<file path="src/rtl/smfd_pkg.sv">
// Shared types, constants and the CRC-8 step for the sensor measurement frame decoder.
// No dependencies; used by every module of the block.
package smfd_pkg;

    // Byte positions inside one 9-byte response; IDLE waits for a start.
    localparam logic [3:0] POS_W0_HI  = 4'd0;
    localparam logic [3:0] POS_W0_LO  = 4'd1;
    localparam logic [3:0] POS_W0_CRC = 4'd2;
    localparam logic [3:0] POS_W1_HI  = 4'd3;
    localparam logic [3:0] POS_W1_LO  = 4'd4;
    localparam logic [3:0] POS_W1_CRC = 4'd5;
    localparam logic [3:0] POS_W2_HI  = 4'd6;
    localparam logic [3:0] POS_W2_LO  = 4'd7;
    localparam logic [3:0] POS_W2_CRC = 4'd8;
    localparam logic [3:0] POS_IDLE   = 4'd9;

    // CRC-8, polynomial x^8 + x^5 + x^4 + 1, MSB first.
    localparam logic [7:0] CRC_POLY = 8'h31;
    localparam logic [7:0] CRC_INIT = 8'hFF;

    // Scaling constants of the conversions.
    localparam logic [14:0] TEMP_SCALE  = 15'd17500;
    localparam logic [13:0] HUM_SCALE   = 14'd10000;
    localparam logic [14:0] TEMP_OFFSET = 15'd4500;
    localparam logic [15:0] ROUND_HALF  = 16'd32767;
    localparam logic [15:0] FULL_SCALE  = 16'd65535;

    // Raw words of one checked frame.
    typedef struct packed {
        logic        ok;
        logic [15:0] co2;
        logic [15:0] raw_t;
        logic [15:0] raw_h;
    } frame_words_t;

    // Converted result of one frame.
    typedef struct packed {
        logic        ok;
        logic [15:0] co2;
        logic [14:0] temp;
        logic [13:0] hum;
    } meas_t;

    // One byte through the CRC-8 register, eight shift steps.
    function automatic logic [7:0] crc8_update(input logic [7:0] crc, input logic [7:0] b);
        logic [7:0] c;
        c = crc ^ b;
        for (int i = 0; i < 8; i++)
        begin
            if (c[7])
            begin
                c = {c[6:0], 1'b0} ^ CRC_POLY;
            end
            else
            begin
                c = {c[6:0], 1'b0};
            end
        end
        return c;
    endfunction

endpackage

</file>
<file path="src/rtl/smfd_frame.sv">
// Byte tracker: position counter, running CRC per word and word capture.
// Depends on smfd_pkg; hands one frame_words_t per complete response.
module smfd_frame (
    input  logic                  clk,
    input  logic                  rst_n,
    input  logic                  byte_valid,
    output logic                  byte_ready,
    input  logic [7:0]            rx_byte,
    input  logic                  frame_start,
    output logic                  res_valid,
    input  logic                  res_ready,
    output smfd_pkg::frame_words_t res
);

    logic [3:0]             pos_reg, pos_next;
    logic [7:0]             crc_reg, crc_next;
    logic                   fail_reg, fail_next;
    logic [15:0]            w0_reg, w0_next;
    logic [15:0]            w1_reg, w1_next;
    logic [15:0]            w2_reg, w2_next;
    logic                   res_valid_reg, res_valid_next;
    smfd_pkg::frame_words_t res_reg, res_next;
    logic                   byte_fire;

    // A byte can enter while the result slot is empty or draining.
    assign byte_ready = !res_valid_reg || res_ready;
    assign byte_fire  = byte_valid && byte_ready;
    assign res_valid  = res_valid_reg;
    assign res        = res_reg;

    // Next state for the tracker and the result slot.
    always_comb
    begin
        logic [3:0] pos_v;
        logic [7:0] crc_v;
        logic       fail_v;
        pos_next       = pos_reg;
        crc_next       = crc_reg;
        fail_next      = fail_reg;
        w0_next        = w0_reg;
        w1_next        = w1_reg;
        w2_next        = w2_reg;
        res_next       = res_reg;
        res_valid_next = res_valid_reg && !res_ready;
        pos_v          = pos_reg;
        crc_v          = crc_reg;
        fail_v         = fail_reg;
        if (frame_start)
        begin
            pos_v  = smfd_pkg::POS_W0_HI;
            crc_v  = smfd_pkg::CRC_INIT;
            fail_v = 1'b0;
        end
        if (byte_fire && (frame_start || pos_reg < smfd_pkg::POS_IDLE))
        begin
            case (pos_v)
                smfd_pkg::POS_W0_HI:
                begin
                    crc_v   = smfd_pkg::crc8_update(smfd_pkg::CRC_INIT, rx_byte);
                    w0_next = {rx_byte, 8'h00};
                end
                smfd_pkg::POS_W1_HI:
                begin
                    crc_v   = smfd_pkg::crc8_update(smfd_pkg::CRC_INIT, rx_byte);
                    w1_next = {rx_byte, 8'h00};
                end
                smfd_pkg::POS_W2_HI:
                begin
                    crc_v   = smfd_pkg::crc8_update(smfd_pkg::CRC_INIT, rx_byte);
                    w2_next = {rx_byte, 8'h00};
                end
                smfd_pkg::POS_W0_LO:
                begin
                    crc_v   = smfd_pkg::crc8_update(crc_v, rx_byte);
                    w0_next = {w0_reg[15:8], rx_byte};
                end
                smfd_pkg::POS_W1_LO:
                begin
                    crc_v   = smfd_pkg::crc8_update(crc_v, rx_byte);
                    w1_next = {w1_reg[15:8], rx_byte};
                end
                smfd_pkg::POS_W2_LO:
                begin
                    crc_v   = smfd_pkg::crc8_update(crc_v, rx_byte);
                    w2_next = {w2_reg[15:8], rx_byte};
                end
                smfd_pkg::POS_W0_CRC, smfd_pkg::POS_W1_CRC, smfd_pkg::POS_W2_CRC:
                begin
                    if (crc_v != rx_byte)
                    begin
                        fail_v = 1'b1;
                    end
                    crc_v = smfd_pkg::CRC_INIT;
                end
                default:
                begin
                    crc_v = smfd_pkg::CRC_INIT;
                end
            endcase
            crc_next  = crc_v;
            fail_next = fail_v;
            if (pos_v == smfd_pkg::POS_W2_CRC)
            begin
                // Last byte: the frame leaves as one result transfer.
                pos_next       = smfd_pkg::POS_IDLE;
                res_valid_next = 1'b1;
                res_next.ok    = !fail_v;
                res_next.co2   = w0_reg;
                res_next.raw_t = w1_reg;
                res_next.raw_h = w2_reg;
            end
            else
            begin
                pos_next = pos_v + 4'd1;
            end
        end
    end

    // Control state.
    always_ff @(posedge clk or negedge rst_n)
    begin
        if (!rst_n)
        begin
            pos_reg       <= smfd_pkg::POS_IDLE;
            crc_reg       <= smfd_pkg::CRC_INIT;
            fail_reg      <= 1'b0;
            res_valid_reg <= 1'b0;
        end
        else
        begin
            pos_reg       <= pos_next;
            crc_reg       <= crc_next;
            fail_reg      <= fail_next;
            res_valid_reg <= res_valid_next;
        end
    end

    // Captured words and the result payload.
    always_ff @(posedge clk)
    begin
        w0_reg  <= w0_next;
        w1_reg  <= w1_next;
        w2_reg  <= w2_next;
        res_reg <= res_next;
    end

endmodule

</file>
<file path="src/rtl/smfd_scale.sv">
// Two-stage conversion: scale multiply, then the rounded divide by 65535 and offset.
// Depends on smfd_pkg; takes frame_words_t and gives meas_t through an output register.
module smfd_scale (
    input  logic                   clk,
    input  logic                   rst_n,
    input  logic                   in_valid,
    output logic                   in_ready,
    input  smfd_pkg::frame_words_t in_words,
    output logic                   out_valid,
    input  logic                   out_ready,
    output smfd_pkg::meas_t        out_meas
);

    logic            s1_valid_reg, s1_valid_next;
    logic            s1_ok_reg;
    logic [15:0]     s1_co2_reg;
    logic [30:0]     s1_prod_t_reg, s1_prod_t_next;
    logic [29:0]     s1_prod_h_reg, s1_prod_h_next;
    logic            out_valid_reg, out_valid_next;
    smfd_pkg::meas_t out_reg, out_next;
    logic            s2_ready;
    logic            s1_load;
    logic            s2_load;
    logic [14:0]     qt_est;
    logic [16:0]     rt;
    logic [14:0]     qt;
    logic [13:0]     qh_est;
    logic [16:0]     rh;
    logic [13:0]     qh;

    // Each stage moves when the stage after it has room.
    assign s2_ready  = !out_valid_reg || out_ready;
    assign in_ready  = !s1_valid_reg || s2_ready;
    assign s1_load   = in_valid && in_ready;
    assign s2_load   = s1_valid_reg && s2_ready;
    assign out_valid = out_valid_reg;
    assign out_meas  = out_reg;

    // Stage one: scale times raw word plus half of the divisor.
    assign s1_prod_t_next = 31'(smfd_pkg::TEMP_SCALE) * 31'(in_words.raw_t)
                          + 31'(smfd_pkg::ROUND_HALF);
    assign s1_prod_h_next = 30'(smfd_pkg::HUM_SCALE) * 30'(in_words.raw_h)
                          + 30'(smfd_pkg::ROUND_HALF);
    assign s1_valid_next  = s1_load || (s1_valid_reg && !s2_ready);

    // Stage two: x / 65535 from x >> 16 with one correction step,
    // since the remainder estimate stays below twice the divisor.
    assign qt_est = s1_prod_t_reg[30:16];
    assign rt     = {1'b0, s1_prod_t_reg[15:0]} + 17'(qt_est);
    assign qt     = qt_est + 15'(rt >= 17'(smfd_pkg::FULL_SCALE));
    assign qh_est = s1_prod_h_reg[29:16];
    assign rh     = {1'b0, s1_prod_h_reg[15:0]} + 17'(qh_est);
    assign qh     = qh_est + 14'(rh >= 17'(smfd_pkg::FULL_SCALE));

    // A failed check clears all value fields.
    always_comb
    begin
        out_next       = out_reg;
        out_valid_next = out_valid_reg && !out_ready;
        if (s2_load)
        begin
            out_valid_next = 1'b1;
            out_next.ok    = s1_ok_reg;
            if (s1_ok_reg)
            begin
                out_next.co2  = s1_co2_reg;
                out_next.temp = qt - smfd_pkg::TEMP_OFFSET;
                out_next.hum  = qh;
            end
            else
            begin
                out_next.co2  = '0;
                out_next.temp = '0;
                out_next.hum  = '0;
            end
        end
    end

    // Stage valid flags.
    always_ff @(posedge clk or negedge rst_n)
    begin
        if (!rst_n)
        begin
            s1_valid_reg  <= 1'b0;
            out_valid_reg <= 1'b0;
        end
        else
        begin
            s1_valid_reg  <= s1_valid_next;
            out_valid_reg <= out_valid_next;
        end
    end

    // Stage payloads.
    always_ff @(posedge clk)
    begin
        if (s1_load)
        begin
            s1_ok_reg     <= in_words.ok;
            s1_co2_reg    <= in_words.co2;
            s1_prod_t_reg <= s1_prod_t_next;
            s1_prod_h_reg <= s1_prod_h_next;
        end
        out_reg <= out_next;
    end

endmodule

</file>
<file path="src/rtl/sensor_measurement_frame_decoder.sv">
// Sensor measurement frame decoder: one byte per cycle in, one measurement per frame out.
// A frame's result passes the tracker, multiply and output registers to the master side.
// Throughput: one byte per cycle; only a held result that is not taken stalls the input.
// Reset (rst_n, asynchronous, active low) leaves the tracker idle awaiting a frame start.
// Structure: byte tracker register, multiply register, divide and output register.
// Depends on smfd_pkg, smfd_frame and smfd_scale.
module sensor_measurement_frame_decoder (
    input  logic        clk,
    input  logic        rst_n,
    input  logic        s_tvalid,
    output logic        s_tready,
    input  logic [7:0]  s_tdata,   // [7:0] rx_byte
    input  logic        s_tuser,   // [0] frame_start
    output logic        m_tvalid,
    input  logic        m_tready,
    output logic [47:0] m_tdata,   // [15:0] co2_ppm, [30:16] temp_centi_deg,
                                   // [44:31] hum_centi_pct, [47:45] zero
    output logic        m_tuser    // [0] frame_ok
);

    smfd_pkg::frame_words_t words;
    logic                   words_valid;
    logic                   words_ready;
    smfd_pkg::meas_t        meas;

    // Byte tracking and CRC check.
    smfd_frame u_frame (
        .clk         (clk),
        .rst_n       (rst_n),
        .byte_valid  (s_tvalid),
        .byte_ready  (s_tready),
        .rx_byte     (s_tdata),
        .frame_start (s_tuser),
        .res_valid   (words_valid),
        .res_ready   (words_ready),
        .res         (words)
    );

    // Unit conversion and output register.
    smfd_scale u_scale (
        .clk       (clk),
        .rst_n     (rst_n),
        .in_valid  (words_valid),
        .in_ready  (words_ready),
        .in_words  (words),
        .out_valid (m_tvalid),
        .out_ready (m_tready),
        .out_meas  (meas)
    );

    // Pack the result fields.
    assign m_tdata = {3'b000, meas.hum, meas.temp, meas.co2};
    assign m_tuser = meas.ok;

    // A failed frame carries all-zero values.
    assert property (@(posedge clk) disable iff (!rst_n)
        (m_tvalid && !m_tuser) |-> (m_tdata == 48'd0))
    else $error("failed frame with nonzero values");

    // Humidity of a passing frame never exceeds full scale.
    assert property (@(posedge clk) disable iff (!rst_n)
        (m_tvalid && m_tuser) |-> (m_tdata[44:31] <= 14'd10000))
    else $error("humidity above full scale");

    // The input stalls only when a result is held on the output.
    assert property (@(posedge clk) disable iff (!rst_n)
        !s_tready |-> m_tvalid)
    else $error("input stalled without a pending result");

endmodule

</file>
<file path="config.mk">
export PLATFORM = sky130hd
export DESIGN_NAME = sensor_measurement_frame_decoder
export DESIGN_NICKNAME = d
export VERILOG_FILES = /design/src/rtl/smfd_pkg.sv /design/src/rtl/smfd_frame.sv /design/src/rtl/smfd_scale.sv /design/src/rtl/sensor_measurement_frame_decoder.sv
export SDC_FILE = /design/constraint.sdc
export NUM_CORES = 1
export LEC_CHECK = 0
export BUFFER_PORTS_ARGS = -buffer_cell sky130_fd_sc_hd__buf_2
export CORE_MARGIN = 8
export CORE_UTILIZATION = 35
export CTS_CLUSTER_DIAMETER = 80
export DETAILED_ROUTE_END_ITERATION = 10
export GPL_TIMING_DRIVEN = 0
export PLACE_DENSITY = 0.55
export SYNTH_ARGS = -nofsm -noshare
export SYNTH_HDL_FRONTEND = slang
export SYNTH_SLANG_ARGS = --single-unit
</file>
<file path="constraint.sdc">
create_clock -name clk -period 7.9 [get_ports clk]
set_input_delay 0 -clock clk [delete_from_list [all_inputs] [get_ports clk]]
set_output_delay 0 -clock clk [all_outputs]
set_load 0.005 [all_outputs]
</file>
==> flow_metrics.tcl <==
set metrics [dict create \
    power.leakage_uw 0.00848 \
    largest_register_ffs 49 \
    drive_gt1_frac 0.0831 \
    fin_skew_ns 0.0123 \
    gr-total-overflow 0 \
    yosys_warnings 0 \
    synth-edff-count 215 \
    crit_fanout 10 \
    netlist.area_leader.share 0.367 \
    clockBufferDepth 3 \
    numClockSinks 231 \
    numCtsBuffers 28 \
    fin_setup_tns_ns 0 \
    tightest_slew_ns 1.14 \
    dp_hpwl_um 29500 \
    die_h_um 240 \
    root_buffer "clkbuf_16" \
    peakVddDrop_uv 136 \
    instances_no_fill 2428 \
    vias 11700 \
    critical_path_class "reg2reg" \
    initial_utilization 0.352 \
    wl_um 36700 \
    end_kind "register" \
    grt_pass1_wl_um 59700 \
    synthTopCellsByArea "edfxtp_1, ha_1, fa_1" \
    pre_cts_ws_ns 1.91 \
    dieWidth_um 240 \
    final_cell_area_sq_um 19700 \
    dp.cells 2372 \
    hold_class "in2reg" \
    antenna_cells 0 \
    hold_viol 0 \
    synthCells 1642 \
    grt_max_degree 65 \
    grt_pass1_vias 11700 \
    clock_latency_ns 0.55 \
    avgSynthCellArea_sq_um 10.7 \
    htreeDepth 1 \
    clk_pin_slew_ns 0.06 \
    ys_seq_area_frac 0.391 \
    status "complete, no violations" \
    ios 64 \
    final_cell_mix "inv_1, edfxtp_1, ha_1" \
    cp.required_ns 8.18 \
    cts_tree "done" \
    postCtsSetupRepairBufs 0 \
    dieArea_sq_um 57600 \
    drtIter0Drc 568 \
    dpl-instance-area_sq_um 18800 \
    drt_pass1_iterations 5 \
    rows 82 \
    setup_viol 0 \
    globalRouteTotalUtil 0.126 \
    post_cts_resized 0 \
    start_kind "register" \
    final_max_slew_viol_count 0 \
    area_growth_syn_to_layout_pct 12.1 \
    viasPerCell 4.82 \
    max_freq_ghz 0.167 \
    setup_ws_ns 1.92 \
    synth_seq_cells 231 \
    ant_nets 0 \
    async_flop_share 0.0693 \
    numPortBuffers 53 \
    finalNetCount 2035 \
    cp.arrival_ns 6.26 \
    yosys.area.top_type "edfxtp_1" \
    antenna_found_initial 0 \
    relSlewSlack 0.231 \
    ys_types 87 \
    coreArea_sq_um 49900 \
    cap_violations 0 \
    rsz0062_at_grt "false" \
    synth_area_sq_um 17600 \
    gp_congestion 0.843 \
    wl_per_cell_um 15.1 \
    layout_min_cycle_time_ns 5.98 \
    drc 0 \
    ys.flop_type "edfxtp_1" \
    p_per_area_nw_per_um2 152 \
    final_common_cell "inv_1" \
    finalCritPeriodShare 0.757 \
    hold_slack_ns 0.0303 \
]
==> layout make-up <==
type | instances | area (sq um)
Clock buffer | 32 | 716
Timing Repair Buffer | 60 | 373
Tap cell | 672 | 841
Fill cell | 4934 | 30200
Buffer | 46 | 193
Multi-Input combinational cell | 1126 | 9610
Clock inverter | 20 | 181
Sequential cell | 231 | 6870
Inverter | 241 | 905
==> synthesized netlist by cell type, types with 7 or more instances <==
master / instances
a21boi_0: 7
clkbuf_1: 37
nor2_1: 70
a211oi_1: 17
xnor2_1: 90
fa_1: 80
inv_1: 240
a21o_1: 25
a31oi_1: 11
nor4_1: 12
nor3_1: 30
and2_1: 63
ha_1: 208
o21ai_0: 46
dfstp_2: 10
a21oi_1: 72
nand2b_1: 10
or3_1: 12
nand3_1: 33
nor2b_1: 14
nand4_1: 12
nand2_1: 81
xor2_1: 56
and3_1: 40
o211ai_1: 7
o21a_1: 18
o31ai_1: 8
edfxtp_1: 215
==> what timing repair did <==
item,CTS,global route
hold endpoints to repair,23,0
hold buffers,4,0
setup endpoints to repair,0,0
==> per-layer routing <==
| metal | wire (um) | GRT usage | up-vias |
|---|---|---|---|
| met1 | 17600 | 0.168 | 5530 |
| li1 | - | - | 5906 |
| met5 | 0 | 0 | - |
| met2 | 16600 | 0.213 | 211 |
| met4 | 1010 | 0.0379 | 0 |
| met3 | 1500 | 0.0175 | 62 |
==> critical path: stages, from the launching register on <==
cell and delay [ns]:
edfxtp_1 0.49, inv_1 0.17, fa_1 0.56, inv_1 0.04, ha_1 0.29, fa_1 0.48
ha_1 0.29, inv_1 0.05, fa_1 0.49, inv_1 0.04, ha_1 0.28, clkbuf_1 0.33
a21oi_1 0.12, o21ai_0 0.33, nor3_1 0.14, a2111oi_0 0.64, o31a_1 0.25, o31ai_1 0.12
nor4_1 0.34, xnor3_1 0.27
==> final timing paths <==
check / endpoint / slack (ns) / startpoint / cells past startpoint
min in group asynchronous: u_frame.crc_reg[6]$_DFFE_PN1P_ / 0.13 / rst_n / 2
worst max register to register: u_scale.s1_prod_h_reg[29]$_DFFE_PP_ / 1.92 / u_frame.res[8]$_DFFE_PP_ / 19
worst min-delay path: u_frame.pos_reg[3]$_DFFE_PN1P_ / 0.03 / s_tuser / 4
worst min register to register: u_scale.s1_co2_reg[1]$_DFFE_PP_ / 0.42 / u_frame.res[33]$_DFFE_PP_ / 0
worst max-delay path: u_scale.s1_prod_h_reg[29]$_DFFE_PP_ / 1.92 / u_frame.res[8]$_DFFE_PP_ / 19
max in group asynchronous: u_frame.pos_reg[1]$_DFFE_PN0P_ / 6.95 / rst_n / 3
==> stage by stage <==
| stage | power (uW) | utilization |
|---|---|---|
| 2_1_floorplan | 1710 | - |
| 3_3_place_gp | 1780 | 0.375 |
| 3_5_place_dp | 1790 | 0.376 |
| 4_1_cts | 3030 | 0.395 |
| 5_1_grt | 3120 | 0.395 |
| 6_report | 2990 | 0.395 |
==> report_power, final <==
group | internal, uW | switching, uW | total (uW)
clock network | 721 | 506 | 1230
logic | 151 | 221 | 371
registers | 1370 | 20.7 | 1390
total | 2250 | 747 | 2990
==> logic make-up after synthesis <==
kind of cell / after synthesis / share of synthesized area
simple gates: 408 / 0.125
flops: 231 / 0.391
buf+inv: 287 / 0.0625
compound gates: 273 / 0.103
mux: 6 / 0.00363
other cells: 1 / 0.000213
xor+xnor: 148 / 0.0750
fa+ha+maj: 288 / 0.239
Note: power is estimated with default switching activity, not from simulation.
